<file path="config.mk">
export PLATFORM = sky130hd
export DESIGN_NAME = gsip_div
export DESIGN_NICKNAME = d
export VERILOG_FILES = /design/src/hdl/grid_slot_icon_placer_macros.svh /design/src/hdl/gsip_pkg.sv /design/src/hdl/gsip_div.sv
export SDC_FILE = /design/constraint.sdc
export NUM_CORES = 1
export LEC_CHECK = 0
export BUFFER_PORTS_ARGS = -buffer_cell sky130_fd_sc_hd__buf_2
export CELL_PAD_IN_SITES_DETAIL_PLACEMENT = 1
export CELL_PAD_IN_SITES_GLOBAL_PLACEMENT = 1
export CORE_MARGIN = 2
export CORE_UTILIZATION = 43
export DETAILED_ROUTE_END_ITERATION = 12
export PLACE_DENSITY = 0.83
export SYNTH_ARGS = -nofsm -noshare
export SYNTH_HDL_FRONTEND = slang
export SYNTH_SLANG_ARGS = --single-unit
</file>
<file path="constraint.sdc">
create_clock -name clock -period 3.29 [get_ports clock]
set_input_delay 0.658 -clock clock [delete_from_list [all_inputs] [get_ports clock]]
set_output_delay 0.658 -clock clock [all_outputs]
set_load 0.01 [all_outputs]
</file>
<file path="src/hdl/grid_slot_icon_placer_macros.svh">
// assertion helpers, compiled out when SYNTH is defined
`ifndef GRID_SLOT_ICON_PLACER_MACROS_SVH
`define GRID_SLOT_ICON_PLACER_MACROS_SVH
`ifndef SYNTH
// property that holds at every edge out of reset
`define GSIP_ASSERT(lbl, prop, msg) \
   lbl: assert property (@(posedge clock) disable iff (reset) (prop)) else $error(msg);
// same-cycle implication
`define GSIP_ASSERT_IMP(lbl, ante, cons, msg) \
   lbl: assert property (@(posedge clock) disable iff (reset) (ante) |-> (cons)) else $error(msg);
// next-cycle implication
`define GSIP_ASSERT_NXT(lbl, ante, cons, msg) \
   lbl: assert property (@(posedge clock) disable iff (reset) (ante) |=> (cons)) else $error(msg);
`else
`define GSIP_ASSERT(lbl, prop, msg)
`define GSIP_ASSERT_IMP(lbl, ante, cons, msg)
`define GSIP_ASSERT_NXT(lbl, ante, cons, msg)
`endif
`endif

</file>
<file path="src/hdl/gsip_pkg.sv">
`timescale 1ns / 1ps
package gsip_pkg;
   localparam int ACT_W      = 2;
   localparam int COORD_W    = 16;
   localparam int OUT_W      = 15;
   localparam int SLOT_W     = 8;
   localparam int NUM_SLOTS  = 256;
   localparam int POL_W      = 3;
   localparam int ISZ_W      = 13;
   localparam int SCR_W      = 15;
   localparam int BW_W       = 8;
   localparam int WGT_W      = 16;
   localparam int CSR_IDX_W  = 3;
   localparam int CSR_DATA_W = 16;
   localparam int POS_W      = 26;
   localparam int FP_W       = 14;
   localparam int OV_W       = 14;
   localparam int AREA_W     = 2 * OV_W;
   localparam int WCOST_W    = WGT_W + AREA_W;
   localparam int ROWC_W     = SLOT_W + WGT_W;
   localparam int DIV_Q_W    = 15;
   localparam int DIV_D_W    = 14;

   localparam logic [ACT_W-1:0] ACT_CLEAR  = 2'd0;
   localparam logic [ACT_W-1:0] ACT_ICON   = 2'd1;
   localparam logic [ACT_W-1:0] ACT_WINDOW = 2'd2;
   localparam logic [ACT_W-1:0] ACT_PLACE  = 2'd3;

   localparam logic [POL_W-1:0] POL_LEFT   = 3'd0;
   localparam logic [POL_W-1:0] POL_RIGHT  = 3'd1;
   localparam logic [POL_W-1:0] POL_BOTTOM = 3'd2;
   localparam logic [POL_W-1:0] POL_TOP    = 3'd3;
   localparam logic [POL_W-1:0] POL_SMART  = 3'd4;

   localparam logic [CSR_IDX_W-1:0] REG_POLICY      = 3'd0;
   localparam logic [CSR_IDX_W-1:0] REG_ICON_WIDTH  = 3'd1;
   localparam logic [CSR_IDX_W-1:0] REG_ICON_HEIGHT = 3'd2;
   localparam logic [CSR_IDX_W-1:0] REG_SCR_WIDTH   = 3'd3;
   localparam logic [CSR_IDX_W-1:0] REG_SCR_HEIGHT  = 3'd4;
   localparam logic [CSR_IDX_W-1:0] REG_BORDER      = 3'd5;
   localparam logic [CSR_IDX_W-1:0] REG_ROW_WEIGHT  = 3'd6;
   localparam logic [CSR_IDX_W-1:0] REG_PIX_WEIGHT  = 3'd7;

   localparam logic signed [POS_W-1:0] OUT_MAX = POS_W'(32767);

   typedef logic signed [POS_W-1:0] pos_type;

   function automatic pos_type ext_coord(input logic [COORD_W-1:0] v);
      return {{(POS_W-COORD_W){v[COORD_W-1]}}, v};
   endfunction

   function automatic logic [OUT_W-1:0] clamp_out(input pos_type v, input pos_type m);
      logic [OUT_W-1:0] r;
      if (v < m) r = OUT_W'(m);
      else if (v > OUT_MAX) r = '1;
      else r = v[OUT_W-1:0];
      return r;
   endfunction
endpackage

</file>
<file path="src/hdl/gsip_div.sv">
`timescale 1ns / 1ps
module gsip_div (
   input  logic                          clock,
   input  logic                          reset,
   input  logic                          start,
   input  logic [gsip_pkg::DIV_Q_W-1:0]  dividend,
   input  logic [gsip_pkg::DIV_D_W-1:0]  divisor,
   output logic                          done,
   output logic [gsip_pkg::DIV_Q_W-1:0]  quotient
);
   localparam int QW = gsip_pkg::DIV_Q_W;
   localparam int DW = gsip_pkg::DIV_D_W;
   localparam int CW = $clog2(QW + 1);

   logic          busy_ff, busy_in;
   logic          done_ff, done_in;
   logic [CW-1:0] cnt_ff, cnt_in;
   logic [DW-1:0] rem_ff, rem_in;
   logic [QW-1:0] quo_ff, quo_in;
   logic [DW-1:0] den_ff, den_in;
   logic [DW:0]   trial;

   // restoring division, one quotient bit per cycle
   assign trial = {rem_ff, quo_ff[QW-1]};

   always_comb begin
      busy_in = busy_ff;
      done_in = 1'b0;
      cnt_in  = cnt_ff;
      rem_in  = rem_ff;
      quo_in  = quo_ff;
      den_in  = den_ff;
      if (start) begin
         busy_in = 1'b1;
         cnt_in  = CW'(QW);
         rem_in  = '0;
         quo_in  = dividend;
         den_in  = divisor;
      end else if (busy_ff) begin
         if (trial >= {1'b0, den_ff}) begin
            rem_in = DW'(trial - {1'b0, den_ff});
            quo_in = {quo_ff[QW-2:0], 1'b1};
         end else begin
            rem_in = trial[DW-1:0];
            quo_in = {quo_ff[QW-2:0], 1'b0};
         end
         cnt_in = cnt_ff - 1'b1;
         if (cnt_ff == CW'(1)) begin
            busy_in = 1'b0;
            done_in = 1'b1;
         end
      end
   end

   always_ff @(posedge clock) begin
      if (reset) begin
         busy_ff <= 1'b0;
         done_ff <= 1'b0;
         cnt_ff  <= '0;
      end else begin
         busy_ff <= busy_in;
         done_ff <= done_in;
         cnt_ff  <= cnt_in;
      end
      rem_ff <= rem_in;
      quo_ff <= quo_in;
      den_ff <= den_in;
   end

   assign done     = done_ff;
   assign quotient = quo_ff;
endmodule

</file>
# Word level (Yosys, flattened, before mapping)
# Index checks and enable logic that the tools add are counted.
# Widths: inputs -> output; s select.
# totals
inputBits	32
latchBits	0
output_inout_bits	16
register_bits	49
ram_bits	0
n_memories	0
romBits	0
# classes
n_bitwise	1
magnitude_cmp	1
n_mux	10
n_shift	0
div	0
n_eq_ne	1
n_reduce_logical	2
n_mul	0
add_sub_neg	2
# op_table
op	count
$mux 15	2
$ge 15x14->1	1
$mux 14	1
$sub 14x14->14	1
$mux 4	2
$mux 1	5
$eq 4x1->1 const B	1
$sub 4x1->4 const B	1
$reduce_or 3->1	1
$reduce_bool 2->1	1
$not 1->1	1

# Longest topological paths before layout
# depth
word_depth	4
ltp_mapped	11
ltp_nobuf	11

# Least setup slack after synthesis
# Ideal clock, no wire load.
# synth_path
path_type	reg-to-reg
start	reg quo_ff[14] (netlist: quotient[14])
end	reg rem_ff[12]
arrival_time_ns	2.398
setup_ns	0.122
setup_slack_ns	0.770
path_stages_with_launch	12
path_buffers	0
path_cell_list	edfxtp_1 > inv_1 > ha_1 > inv_1 > fa_1 > a21o_1 > a221oi_1 > o21ai_1 > a41o_1 > a21oi_1 > xor2_1 > o21ai_1
# synth_between
elab_chain_cells	2
# synth_rtl
element	line_no	text
start, declared	gsip_div.sv:19	logic [QW-1:0] quo_ff, quo_in;
start signal, assigned	gsip_div.sv:66	quo_ff <= quo_in;
$sub 14x14->14 or $ge 15x14->1 (tied branches)	gsip_div.sv:41, gsip_div.sv:40	
$mux 14 *	gsip_div.sv:40	if (trial >= {1'b0, den_ff}) begin
end signal, assigned	gsip_div.sv:65	rem_ff <= rem_in;
end, declared	gsip_div.sv:18	logic [DW-1:0] rem_ff, rem_in;
# Every way passes the cells marked *; elsewhere a longest branch is shown, timed or not.
# A chain may end at the register's enable or synchronous reset.

# Worst setup path in the final report
# layout_path
start	reg den_ff[8]
end	reg rem_ff[0]
# layout_between
elab_chain_cells	2
# layout_rtl
element	line_no	text
start, declared	gsip_div.sv:20	logic [DW-1:0] den_ff, den_in;
start signal, assigned	gsip_div.sv:67	den_ff <= den_in;
$ge 15x14->1	gsip_div.sv:40	
$mux 14	gsip_div.sv:40	
# Every way passes these cells.

==> flow_summary.rst <==
.. list-table::
   :header-rows: 1

   * - Metric
     - Value
   * - Sequential cell area
     - ~0.0013 mm2
   * - Area occupied by multi-input gates
     - around 0.0012 mm2
   * - Total of endpoints with negative setup slack in the final report
     - 0
   * - Largest fanout of any net on the critical path
     - 16
   * - Gate count of the mapped netlist
     - 231
   * - Flip-flop and latch count after synthesis
     - 49
   * - RSZ-0062 raised after global routing
     - no
   * - Layout Nets
     - 329
   * - Max stage delay cell, worst path
     - sky130_fd_sc_hd__a21oi_4
   * - Category of the worst setup path launch point
     - flip-flop
   * - Number of stages on the worst hold path
     - 2
   * - Row cnt
     - 28
   * - Vias per cell
     - 5.29
   * - First-pass GRT wire length
     - 9920 um
   * - Distinct cell type count after synthesis
     - 42
   * - End-of-flow core utilization
     - ~51%
   * - DRC Markers
     - 0
   * - Cell count of the worst reg-to-reg path
     - 9
   * - Initial standard-cell utilization of the core
     - 44.0%
   * - Capture point of the worst reg-to-reg path
     - rem_ff[0]
   * - Ranking of synthesized cells by area
     - sky130_fd_sc_hd__edfxtp_1 34%, sky130_fd_sc_hd__dfxtp_1 16%, sky130_fd_sc_hd__ha_1 8.3%
   * - Total clock sinks
     - approximately 50
   * - Count of antenna-violating nets left after detailed routing
     - 0
   * - Most common cell after layout, fill and taps aside
     - sky130_fd_sc_hd__buf_2
   * - Last weighted congestion value of the routability-driven placer
     - 0.806
   * - Port Buf Inserts
     - 47
   * - Headroom to the max-slew limit
     - 59.3%
   * - Minimum clock period
     - around 3.0 ns
   * - Max-cap viol count
     - 0
   * - Met3 routed WL
     - 186 um
   * - Number of buffers added by the clock tree synthesis step
     - 5
   * - Most common flop cell mapped by yosys
     - sky130_fd_sc_hd__edfxtp_1
   * - Number of H-tree levels
     - 2
   * - Dpl hpwl
     - 4100 um
   * - Total count of hold-check failures in the final report
     - 0
   * - Worst setup slack for register-to-register paths
     - 0.28 ns
   * - Chip width
     - 81.4 um
   * - Routed wire length per instance
     - between 15 and 20 um
   * - Post-Synthesis Cell Area
     - 0.00257 mm2
   * - Min-Delay Path Class
     - flip-flop to flip-flop
   * - Clock network fraction of total power
     - 31.0%
   * - Peak per-stage delay on the critical path
     - roughly 0.51 ns
   * - Share of layout cells above drive strength 1
     - 26.8%
   * - Cell at the root of the clock tree
     - sky130_fd_sc_hd__clkbuf_8
   * - Clock latency of the later-clocked register in the worst-skew pair
     - roughly 0.31 ns
   * - Final global-route overflow total
     - 0
   * - Fin. max-slew vios
     - 0
   * - Yosys top cell area share
     - between 30% and 40%
   * - Data arrival time of the critical path
     - 3.24 ns
   * - Post-CTS setup-driven buffer insertion count
     - 0
   * - Number of DRC violations after detailed-routing iteration 0
     - 84
   * - Wire length on met1
     - 2440 um
   * - Combinational group share of total power
     - about a fifth
   * - Commonest cells after routing, fill and taps aside
     - 47 x sky130_fd_sc_hd__buf_2, 29 x sky130_fd_sc_hd__edfxtp_1, 21 x sky130_fd_sc_hd__inv_1, 20 x sky130_fd_sc_hd__nor2_1, 20 x sky130_fd_sc_hd__dfxtp_1
   * - Fraction of synthesis flops using an asynchronous set or reset pin
     - 0%
   * - Proportion of power drawn by flip-flops and latches
     - ~50%
   * - Share of the clock period used by the worst path
     - 91.5%
   * - Maximum clock skew at final layout
     - 0.00877 ns
   * - Average instance area after synthesis
     - 11.1 um2
   * - Vias in the first global route
     - between 2000 and 2500
   * - Count of TritonRoute iterations in the first routing pass
     - 6
   * - Switching power
     - between 0.3 and 0.4 mW
   * - Run status
     - complete, no violations
   * - Overall fraction of global-route tracks in use
     - between 10% and 20%
   * - Resized cells post-CTS
     - 0
   * - Number of flops mapped to enable cells by yosys
     - 29
   * - Placeable core region
     - a little under 0.006 mm2
   * - Number of top-level pins
     - 48
   * - Library cell appearing most often on the critical path
     - sky130_fd_sc_hd__o21ai_1
   * - Count of vias placed by the detailed router
     - 1879
   * - # diodes
     - 0
   * - Power density over the cells
     - 487 mW/mm2
   * - Cell chain of the critical path
     - inv_1 -> ha_1 -> a21o_1 -> a31oi_1 -> o21ai_1 -> a2111o_1 -> a21oi_4 -> mux2_1 -> o21ai_1
   * - Clock tree from TritonCTS
     - built
   * - Post-synth top area cell
     - sky130_fd_sc_hd__edfxtp_1
   * - Upper clock frequency limit
     - roughly 330 MHz
   * - Pin count of the biggest net entering global routing
     - 43
   * - Area growth from synthesis to final layout
     - 16.2%
   * - Synth Net Count
     - 281
   * - Number of warnings issued by yosys
     - 0
   * - Clk pin slew, worst setup/hold paths
     - 0.10 ns
   * - Crit end category
     - flip-flop
   * - Crit Path Class
     - flip-flop to flip-flop
   * - Power Internal
     - ~1.1 mW
   * - Quantity of hold-fixing buffers added after cts
     - 0
   * - Maximum VDD drop
     - 0.000353 V
   * - Post-Route WL
     - 5810 um
   * - Fill cell count
     - 644
   * - Pleak
     - 1.37 nW
   * - Initial antenna violation count
     - 0
   * - WHS Endpoint
     - rem_ff[11]
   * - Summed negative setup slack over all endpoints
     - 0 ns
   * - Data required time of the worst path
     - around 3.5 ns
   * - Die Ht
     - 81.4 um
   * - Proportion of synthesized chip area in sequential cells
     - 49.4%
   * - Maximum buffer depth of the clock tree
     - 2
   * - Total Die Area
     - ~0.0066 mm2
   * - Highest layer used for signal routing
     - met4
   * - Tightest Pin Transition
     - 0.610 ns
   * - Switching share of power
     - 27.3%
   * - Met2 wire length
     - 3050 um
   * - Critical R2R Launch
     - den_ff[8]
   * - Hold wc startpoint
     - rem_ff[11]
-- per-layer routing --
metal	global-route usage, %	vias to the layer above
li1	-	923
met2	35.2	34
met3	4.11	13
met1	23.5	909
met5	0	-
met4	6.27	0
-- worst max path at each step --
stage / startpoint / slack [ns] / to
5_1_grt: den_ff[8] / 0.16 / rem_ff[0]
4_1_cts: den_ff[8] / 0.27 / rem_ff[0]
6_report: den_ff[8] / 0.28 / rem_ff[0]
2_1_floorplan: quotient[14] / 0.77 / rem_ff[12]
3_5_place_dp: den_ff[8] / 0.39 / rem_ff[0]
3_3_place_gp: den_ff[8] / 0.59 / rem_ff[0]
-- state kept, by name (all words and copies together) (netlist names) --
signal    count
busy_ff       1
cnt_ff        4
den_ff       14
done          1
quotient     15
rem_ff       14
-- synthesized netlist by cell type (2+ instances only) --
master and n:
sky130_fd_sc_hd__edfxtp_1 29, sky130_fd_sc_hd__nor2_1 20, sky130_fd_sc_hd__xor2_1 9, sky130_fd_sc_hd__a21o_1 6, sky130_fd_sc_hd__inv_1 21, sky130_fd_sc_hd__clkbuf_1 6
sky130_fd_sc_hd__nand2b_1 2, sky130_fd_sc_hd__xnor2_1 6, sky130_fd_sc_hd__a31oi_1 3, sky130_fd_sc_hd__nand2_1 10, sky130_fd_sc_hd__nand3_1 4, sky130_fd_sc_hd__a32oi_1 4
sky130_fd_sc_hd__ha_1 17, sky130_fd_sc_hd__nor2b_1 3, sky130_fd_sc_hd__dfxtp_1 20, sky130_fd_sc_hd__a211oi_1 6, sky130_fd_sc_hd__o21ai_1 9, sky130_fd_sc_hd__a21oi_1 11
sky130_fd_sc_hd__nor3_1 2, sky130_fd_sc_hd__mux2_2 14, sky130_fd_sc_hd__mux2i_1 8
-- per-stage QoR --
stage / power [mW] / hold WS (ns) / cells / cell area, um2 / setup slack [ns]
2_1_floorplan: 0.928 / 0.445 / 231 / 2570 / 0.770
3_5_place_dp: 1.01 / 0.473 / 347 / 2870 / 0.392
4_1_cts: 1.47 / 0.486 / 355 / 2990 / 0.274
3_3_place_gp: 1.00 / 0.463 / 347 / 2870 / 0.593
6_report: 1.46 / 0.484 / 355 / 2990 / 0.279
5_1_grt: 1.53 / 0.496 / 355 / 2990 / 0.158
-- final cells by class --
type,count,area share (%)
flip-flops and latches,49,42.5
multi-input cells,152,39.1
clock inverters,3,1.67
repair buffers,50,8.62
clock buffers,5,2.30
well taps,75,3.14
inverters,21,2.63
-- cell families (layout without fill, tap and decap cells) --
| group | Yosys count | in the layout | share of synthesized area, % |
|---|---|---|---|
| adders and majority gates | 18 | 18 | 9.04 |
| buffers and inverters | 30 | 79 | 5.10 |
| and+or+nand+nor | 46 | 46 | 8.07 |
| xor gates and xnor gates | 15 | 15 | 5.10 |
| muxes | 23 | 23 | 9.67 |
| DFF | 49 | 49 | 49.4 |
| AOI/OAI and AO/OA | 50 | 50 | 13.6 |
-- critical path, delay by kind of cell (launching register included) --
kind / cells / cell delay (ns)
muxes: 1 / 0.41
DFF: 1 / 0.34
AOI/OAI and AO/OA: 6 / 1.76
adders and majority gates: 1 / 0.37
buffers and inverters: 1 / 0.04
-- power groups by stage --
stage / Clock, mW / Sequential (mW) / Combinational (mW)
final: 0.451 / 0.729 / 0.277
after global routing: 0.483 / 0.736 / 0.309
after CTS: 0.457 / 0.730 / 0.279
after detailed placement: 0 / 0.744 / 0.271
after global placement: 0 / 0.741 / 0.261
after floorplan: 0 / 0.748 / 0.180
Power figures use the tool's default switching activity.
